$ cat src/design/rfd_pkg.sv
// Shared types and constants for the rangefinder frame detector.
`default_nettype none

package rfd_pkg;

  localparam int unsigned DATA_FRAME_LEN_DEF = 9;

  localparam logic [7:0] HEAD_DATA = 8'h59;
  localparam logic [7:0] HEAD_RESP = 8'h5A;

  localparam int unsigned IN_TDATA_W  = 8;
  localparam int unsigned OUT_TDATA_W = 24;
  localparam int unsigned OUT_TUSER_W = 1;

  typedef enum logic [1:0] {
    DISC_NONE  = 2'd0,
    DISC_STRAY = 2'd1,
    DISC_CLEAR = 2'd2
  } discard_t;

  typedef enum logic {
    KIND_DATA = 1'b0,
    KIND_RESP = 1'b1
  } kind_t;

  typedef struct packed {
    logic [7:0] byte_count;
    logic [7:0] first_byte;
    logic [7:0] second_byte;
    logic [7:0] running_sum;
    logic [7:0] id_byte;
    logic [7:0] status_byte;
  } state_t;

  typedef struct packed {
    logic       frame_found;
    kind_t      frame_kind;
    logic       sum_ok;
    logic [7:0] response_id;
    logic [7:0] response_status;
    discard_t   discard;
  } result_t;

endpackage

`default_nettype wire

$ cat src/design/rfd_in_stage.sv
// Input register: holds one received byte until the output side can take its result.
`default_nettype none

module rfd_in_stage (
  input  wire logic       clk,
  input  wire logic       rst,
  input  wire logic       s_tvalid,
  output logic            s_tready,
  input  wire logic [7:0] s_tdata,
  input  wire logic       take,
  output logic            q_valid,
  output logic [7:0]      q_byte,
  output logic            advance
);

  assign advance  = q_valid && take;
  assign s_tready = !q_valid || take;

  always_ff @(posedge clk) begin
    if (rst) begin
      q_valid <= 1'b0;
    end else if (s_tready) begin
      q_valid <= s_tvalid;
    end
  end

  always_ff @(posedge clk) begin
    if (s_tready && s_tvalid) begin
      q_byte <= s_tdata;
    end
  end

endmodule

`default_nettype wire

$ cat src/design/rfd_step.sv
// Per-byte frame logic: next buffer state and the result for one byte.
`default_nettype none

module rfd_step #(
  parameter int unsigned DATA_FRAME_LEN = rfd_pkg::DATA_FRAME_LEN_DEF
) (
  input  wire rfd_pkg::state_t st,
  input  wire logic [7:0]      rx_byte,
  output rfd_pkg::state_t      st_next,
  output rfd_pkg::result_t     res
);

  localparam logic [7:0] DLEN = 8'(DATA_FRAME_LEN);

  logic [7:0]      n;
  rfd_pkg::state_t upd;
  logic            clr;

  always_comb begin
    n   = st.byte_count + 8'd1;
    upd = st;
    case (n)
      8'd1:    upd.first_byte  = rx_byte;
      8'd2:    upd.second_byte = rx_byte;
      8'd3:    upd.id_byte     = rx_byte;
      8'd4:    upd.status_byte = rx_byte;
      default: upd.byte_count  = n;
    endcase
    upd.byte_count  = n;
    upd.running_sum = st.running_sum + rx_byte;

    clr                 = 1'b0;
    res.frame_found     = 1'b0;
    res.frame_kind      = rfd_pkg::KIND_DATA;
    res.sum_ok          = 1'b0;
    res.response_id     = 8'd0;
    res.response_status = 8'd0;
    res.discard         = rfd_pkg::DISC_NONE;

    if (upd.first_byte == rfd_pkg::HEAD_DATA) begin
      if (n == DLEN && upd.second_byte == rfd_pkg::HEAD_DATA && st.running_sum == rx_byte) begin
        res.frame_found = 1'b1;
        res.sum_ok      = 1'b1;
        clr             = 1'b1;
      end else if (n > DLEN) begin
        res.discard = rfd_pkg::DISC_CLEAR;
        clr         = 1'b1;
      end
    end else if (upd.first_byte == rfd_pkg::HEAD_RESP) begin
      if (n >= 8'd2) begin
        if (n == upd.second_byte) begin
          res.frame_found     = 1'b1;
          res.frame_kind      = rfd_pkg::KIND_RESP;
          res.sum_ok          = (st.running_sum == rx_byte);
          res.response_id     = (n >= 8'd4) ? upd.id_byte : 8'd0;
          res.response_status = (n >= 8'd5) ? upd.status_byte : 8'd0;
          clr                 = 1'b1;
        end else if (n > upd.second_byte) begin
          res.discard = rfd_pkg::DISC_CLEAR;
          clr         = 1'b1;
        end
      end
    end else begin
      res.discard = rfd_pkg::DISC_STRAY;
      clr         = 1'b1;
    end

    st_next = clr ? '0 : upd;
  end

endmodule

`default_nettype wire

$ cat src/design/rfd_out_stage.sv
// Output register: packs and holds one result beat until the sink takes it.
`default_nettype none

module rfd_out_stage (
  input  wire logic                                  clk,
  input  wire logic                                  rst,
  input  wire logic                                  load,
  input  wire rfd_pkg::result_t                      res,
  output logic                                       can_load,
  output logic                                       m_tvalid,
  input  wire logic                                  m_tready,
  output logic [rfd_pkg::OUT_TDATA_W-1:0]            m_tdata,
  output logic [rfd_pkg::OUT_TUSER_W-1:0]            m_tuser
);

  assign can_load = !m_tvalid || m_tready;

  always_ff @(posedge clk) begin
    if (rst) begin
      m_tvalid <= 1'b0;
    end else if (can_load) begin
      m_tvalid <= load;
    end
  end

  always_ff @(posedge clk) begin
    if (can_load && load) begin
      m_tdata <= {4'd0, res.discard, res.response_status, res.response_id,
                  res.sum_ok, res.frame_found};
      m_tuser <= res.frame_kind;
    end
  end

endmodule

`default_nettype wire

$ cat src/design/rangefinder_frame_detector.sv
// Top level of the rangefinder frame detector.
//
//  channel | dir | signals                      | content
//  --------+-----+------------------------------+-------------------------------
//  s       | in  | s_tvalid s_tready s_tdata[7:0]  | rx_byte
//  m       | out | m_tvalid m_tready m_tdata[23:0] | found, sum_ok, id, status,
//          |     | m_tuser[0]                   | discard; tuser = frame_kind
//
// One byte per cycle while m is not stalled; each result passes through the input register
// and then the output register. The buffer state updates as a byte moves
// from the input register to the output register.
// Synchronous reset clears both valid flags and the buffer state.
// A stall on m holds the output beat and backs up into the input register.
`default_nettype none

module rangefinder_frame_detector #(
  parameter int unsigned DATA_FRAME_LEN = rfd_pkg::DATA_FRAME_LEN_DEF
) (
  input  wire logic                              clk,
  input  wire logic                              rst,
  input  wire logic                              s_tvalid,
  output logic                                   s_tready,
  input  wire logic [rfd_pkg::IN_TDATA_W-1:0]    s_tdata,  // [7:0] rx_byte
  output logic                                   m_tvalid,
  input  wire logic                              m_tready,
  // [0] frame_found, [1] sum_ok, [9:2] response_id, [17:10] response_status,
  // [19:18] discard, [23:20] zero
  output logic [rfd_pkg::OUT_TDATA_W-1:0]        m_tdata,
  output logic [rfd_pkg::OUT_TUSER_W-1:0]        m_tuser   // [0] frame_kind
);

  logic             take;
  logic             q_valid;
  logic [7:0]       q_byte;
  logic             advance;
  rfd_pkg::state_t  st;
  rfd_pkg::state_t  st_next;
  rfd_pkg::result_t res;

  rfd_in_stage u_in (
    .clk      (clk),
    .rst      (rst),
    .s_tvalid (s_tvalid),
    .s_tready (s_tready),
    .s_tdata  (s_tdata),
    .take     (take),
    .q_valid  (q_valid),
    .q_byte   (q_byte),
    .advance  (advance)
  );

  rfd_step #(
    .DATA_FRAME_LEN (DATA_FRAME_LEN)
  ) u_step (
    .st      (st),
    .rx_byte (q_byte),
    .st_next (st_next),
    .res     (res)
  );

  always_ff @(posedge clk) begin
    if (rst) begin
      st <= '0;
    end else if (advance) begin
      st <= st_next;
    end
  end

  rfd_out_stage u_out (
    .clk      (clk),
    .rst      (rst),
    .load     (q_valid),
    .res      (res),
    .can_load (take),
    .m_tvalid (m_tvalid),
    .m_tready (m_tready),
    .m_tdata  (m_tdata),
    .m_tuser  (m_tuser)
  );

endmodule

`default_nettype wire

$ cat config.mk
export PLATFORM = sky130hd
export DESIGN_NAME = rangefinder_frame_detector
export DESIGN_NICKNAME = d
export VERILOG_FILES = /design/src/design/rfd_pkg.sv /design/src/design/rfd_in_stage.sv /design/src/design/rfd_step.sv /design/src/design/rfd_out_stage.sv /design/src/design/rangefinder_frame_detector.sv
export SDC_FILE = /design/constraint.sdc
export NUM_CORES = 1
export LEC_CHECK = 0
export BUFFER_PORTS_ARGS = -buffer_cell sky130_fd_sc_hd__buf_4
export CAP_MARGIN = 5
export CELL_PAD_IN_SITES_DETAIL_PLACEMENT = 1
export CELL_PAD_IN_SITES_GLOBAL_PLACEMENT = 1
export CORE_MARGIN = 3
export CORE_UTILIZATION = 48
export CTS_BUF_LIST = sky130_fd_sc_hd__clkbuf_16
export CTS_CLUSTER_DIAMETER = 40
export DETAILED_ROUTE_END_ITERATION = 8
export GPL_TIMING_DRIVEN = 0
export PLACE_DENSITY_LB_ADDON = 0.3
export SETUP_SLACK_MARGIN = 0.5
export SYNTH_ARGS = -nofsm -noshare
export SYNTH_HDL_FRONTEND = slang
export SYNTH_HIERARCHICAL = 1
export SYNTH_SLANG_ARGS = --single-unit
$ cat constraint.sdc
create_clock -name clk -period 6.09 [get_ports clk]
set_input_delay 0.609 -clock clk [delete_from_list [all_inputs] [get_ports clk]]
set_output_delay 0.609 -clock clk [all_outputs]
set_load 0.05 [all_outputs]
=== Word level (Yosys, flattened, before mapping) ===
Index checks and enable logic that the tools add are counted.

* Bitwise operators: 5
* Reduce and logical (&&, ||, !) cells: 11
* Muxes and demuxes: 26
* Add/subtract/negate cells: 2
* Order comparisons: 5
* Equal/unequal tests: 10

{| class="wikitable"
|+ Operators by type and width
! kind !! count
|-
| 48-bit 2-to-1 mux || 1
|-
| 8-bit 2-to-1 mux || 6
|-
| 19-bit 2-to-1 mux || 2
|-
| 8-bit by 7-bit == test with 1-bit output (second input constant) || 3
|-
| 21-bit 2-to-1 mux || 1
|-
| 8-bit by 2-bit == test with 1-bit output (second input constant) || 2
|-
| 8-bit == test || 2
|-
| 8-bit by 3-bit >= comparator with 1-bit output (second input constant) || 2
|-
| 2-bit 2-to-1 mux || 6
|-
| 1-bit 2-to-1 mux || 10
|-
| 5-bit OR reduction || 2
|-
| 8-bit by 1-bit adder with 8-bit output (second input constant) || 1
|-
| 8-bit adder || 1
|-
| 8-bit by 1-bit == test with 1-bit output (second input constant) || 1
|-
| 8-bit by 3-bit == test with 1-bit output (second input constant) || 1
|-
| 8-bit by 4-bit == test with 1-bit output (second input constant) || 1
|-
| 8-bit by 2-bit >= comparator with 1-bit output (second input constant) || 1
|-
| 8-bit by 4-bit greater-than comparator with 1-bit output (second input constant) || 1
|-
| 8-bit greater-than comparator || 1
|-
| 1-bit NOT || 5
|-
| 1-bit logical AND || 4
|-
| 3-bit OR reduction || 1
|-
| 1-bit zero test || 2
|-
| 1-bit logical OR || 2
|}

* Word-level logic and storage cells: 72
* Output and inout bits: 27
* Input bits: 12
* Bits in registers: 79

=== Logic depth before layout (Yosys ltp) ===
* Word-level depth: 10
* Mapped depth: 19
* Gate-level depth less buffers: 16

=== Cells and area by module ===
Netlist, hierarchy kept.

{| class="wikitable"
|+ By module, submodules not included
! module !! area an instance (um^2) !! cells an instance !! sequential area each (um^2) !! instances
|-
| rfd_step || 1951.9 || 243 || 0.0 || 1
|-
| rangefinder_frame_detector || 1729.2 || 155 || 960.9 || 1
|-
| rfd_out_stage || 719.4 || 31 || 650.6 || 1
|-
| rfd_in_stage || 302.8 || 14 || 260.2 || 1
|}

=== Worst setup path before layout ===
Ideal clock, no wire load.

* Path kind: reg2reg
* From: reg, netlist name st[40]
* To: reg, netlist name st[10]
* Period minus slack after synthesis: 3.861 ns
* Cell stages (with the launch flop): 20
* Required time: 6.025 ns
* Data arrival time: 3.796 ns
* Buffers on the path: 3
* Path slack: 2.229 ns
* Cells stage by stage: dfxtp_1 -> ha_1 -> buf_2 -> and3_1 -> nor3_1 -> a31o_2 -> nand4_1 -> buf_6 -> mux2i_1 -> ha_1 -> nor2b_1 -> o21a_1 -> o21ai_0 -> a21oi_1 -> o41ai_1 -> a22oi_4 -> buf_6 -> nor3_1 -> mux2i_1 -> nor2_1

==> flow_summary_export.csv <==
group,metric,value,unit
finish,fin_nets,525,
global_routing,grt_max_degree,22,
synth,synth_flop_cell,"dfxtp_1",
synth,synthArstFlopShare,0,%
synth,yosysWarningCount,6,
clock_tree,cts_hold_buf,0,
global_routing,use_met3,4.015,%
floorplanning,core,9371,um2
synth,yosysUniqueCellTypes,59,
finish,drive_above_1_share,22.49,%
sta,tightest_slew,695.0,ps
synth,synth_top_area_share,21.28,%
finish,fill_cells,1043,
finish,stdcell_count,627,
synth,synth-seq-cells,79,
synth,synth_most_common_cell,"mux2i_1",
worst_setup_path,crit_chain,"ha_1, buf_2, and3_1, nor3_1, a31o_2, nand4_1, buf_6, mux2i_1, ha_1, nor2b_1, o21a_1, o21ai_0, a21oi_1, o41ai_1, a22oi_4, buf_6, nor3b_1, mux2i_1, nor2_1",
route,ant_nets,0,
route,first_pass_iters,4,
floorplanning,die_w,105.0,um
job,maxCapViolations,0,
worst_setup_path,cp_max_fo,11,
global_routing,grt_pass1_wl,20380,um
synth,netlist_area,4703,um2
clock_tree,cts_root_buffer,"clkbuf_16",
sta,clock.fmax,206.7,MHz
placement,dp_cells,611,
floorplanning,start_util,50.19,%
route,drc,0,
floorplanning,placementRows,35,
clock_tree,cts_tree,"done",
finish,register_area,1872,um2
placement,place_hpwl,8827,um
finish,multi_input_area,2534,um2
clock_tree,clock_latency,330,ps
sta,setup_tns,0,ps
power,power.leakage,2.198,nW
worst_setup_path,critPathCaptureType,"flip-flop",
synth,synth_edf_count,29,
worst_setup_path,critical_path_required,6360,ps
synth,synthTopCellsByCount,"mux2i_1, nor2_1, dfxtp_1, nor3_1, edfxtp_1",
floorplanning,dieArea,11020,um2
route,via_count,3527,
sta,rsz0062_at_grt,"no",
sta,relSlewSlack,53.58,%
placement,routabilityCongestion,0.8687,
finish,area_growth,15.59,%
route,routed_via_density,5.625,
synth,synth_area_leader_cell,"dfxtp_1",
clock_tree,path_clk_slew,60,ps
global_routing,grt_overflow_total,0,
global_routing,grt.busiest_layer,"met2",
worst_setup_path,slowest_stage,"dfxtp_1",
worst_setup_path,worstSetupPathType,"reg -> reg",
worst_hold_path,hold_path.class,"in -> reg",
sta,setup_viol,0,
clock_tree,cts_buffer_depth,2,
floorplanning,die_h,105.0,um
sta,drv_slew,0,
sta,fin_crit_sh,79.42,%
clock_tree,cts_sinks,79,
power,ir_drop,0.1340,mV
placement,io_buffer_count,34,
worst_setup_path,cp.arrival,5110,ps
floorplanning,boundaryPins,39,
clock_tree,post-cts-setup-buffers,0,
route,drt_iter0_markers,153,
sta,clock-skew-final,8.680,ps
global_routing,gr-usage-met2,41.57,%
global_routing,grt_usage,23.53,%
clock_tree,cts_resized,0,
synth,ys_top_cells_by_area,"dfxtp_1, edfxtp_1, mux2i_1",
power,p_per_area,225.8,nW/um2
route,drt_wl_total,12350,um
worst_setup_path,startpoint_type,"flip-flop",
synth,avgSynthCellArea,10.62,um2
finish,diodes,0,
clock_tree,cts_made_buffers,9,
sta,hold_viol_final,0,
run_status,status,"finished clean",
power,total_power,0.001227,W
global_routing,met1_usage,29.28,%
global_routing,grt_pass1_vias,3833,
route,wire_per_inst,19.70,um
synth,syn-instance-count,443,
global_routing,antenna_found_initial,0,
synth,ys_seq_area_share,39.80,%
worst_setup_path,max_stage_delay,610,ps
clock_tree,h-tree-depth,3,
sta,fin_crit,4837,ps
kinds of logic (layout without fill, tap and decap cells):
kind of cell	after synthesis	after routing	share of synthesized area, %
xor+xnor	15	15	2.793
fa+ha+maj	20	20	5.480
other cells	2	7	0.1597
simple gates	179	179	21.15
mux	81	81	17.77
buf+inv	37	87	6.730
compound gates	30	30	6.119
flops	79	79	39.80
sequential cells by signal, indices dropped and copies added, names as in the netlist:
signal	count
st	48
u_out/m_tvalid	1
u_in/q_valid	1
u_out/m_tuser	1
u_out/m_tdata	20
u_in/q_byte	8
worst paths after layout:
path / startpoint / slack, ps / cells after the start / to
worst min-delay path: s_tdata[3] / 450 / 1 / u_in/q_byte[3]
worst max-delay path: st[40] / 1250 / 19 / st[42]
worst max register to register: st[40] / 1250 / 19 / st[42]
worst min register to register: st[37] / 510 / 2 / st[37]
critical path: cells and delay by family, from the launching register on:
family,cells,cell delay (ps)
AND/OR/NAND/NOR,6,990
flip-flops,1,610
adder cells (fa/ha/maj),2,530
AO/OA/AOI/OAI,6,1580
multiplexers,2,450
buffers and inverters,3,630
metal layers:
| layer | up-vias | share of wire [%] |
|---|---|---|
| li1 | 1671 | - |
| met1 | 1766 | 44 |
| met2 | 72 | 51 |
| met3 | 18 | 3.1 |
| met4 | 0 | 1.5 |
| met5 | - | 0 |
per-stage QoR:
stage | area, um2 | util [%] | hold slack (ps) | setup slack, ps
6_report | 5436 | 58.01 | 452.2 | 1253
5_1_grt | 5436 | 58.01 | 441.0 | 937.6
4_1_cts | 5436 | 58.01 | 442.9 | 1363
3_5_place_dp | 5139 | 54.83 | 482.9 | 1416
3_3_place_gp | 5139 | 54.83 | 469.0 | 1548
2_1_floorplan | 4722 | - | 451.7 | 2229
cell usage in the layout (no fill, tap or decap), types with 4 or more instances in the layout:
cell       instances
mux2i_1           75
nand4_1            7
nor3b_1            9
xnor2_1            6
nor3b_2            4
conb_1             7
nor3_1            32
dfxtp_1           50
buf_2              4
nor2_1            68
nand3_1            7
ha_1              19
edfxtp_1          29
nor3_2             4
nand3b_1           6
clkbuf_16          9
xor2_1             9
buf_6             12
nand2b_1           4
a21oi_1            5
and2_1            11
buf_4             43
nor2b_1            4
a21o_1             5
nand2_1            6
inv_1              7
report_power, final:
| group | total, W | switching, W | internal [W] |
|---|---|---|---|
| logic | 0.000122 | 0.0000771 | 0.0000447 |
| registers | 0.000571 | 0.0000122 | 0.000559 |
| clock network | 0.000535 | 0.000216 | 0.000319 |
final cells by class:
cell class	instances	share of cell area [%]
Buffer	31	5.409
Clock buffer	9	4.143
Clock inverter	7	1.335
Inverter	6	0.4143
Multi-Input combinational cell	332	46.61
Sequential cell	79	34.43
Tap cell	129	2.969
Timing Repair Buffer	34	4.695
Power figures use the tool's default switching activity.
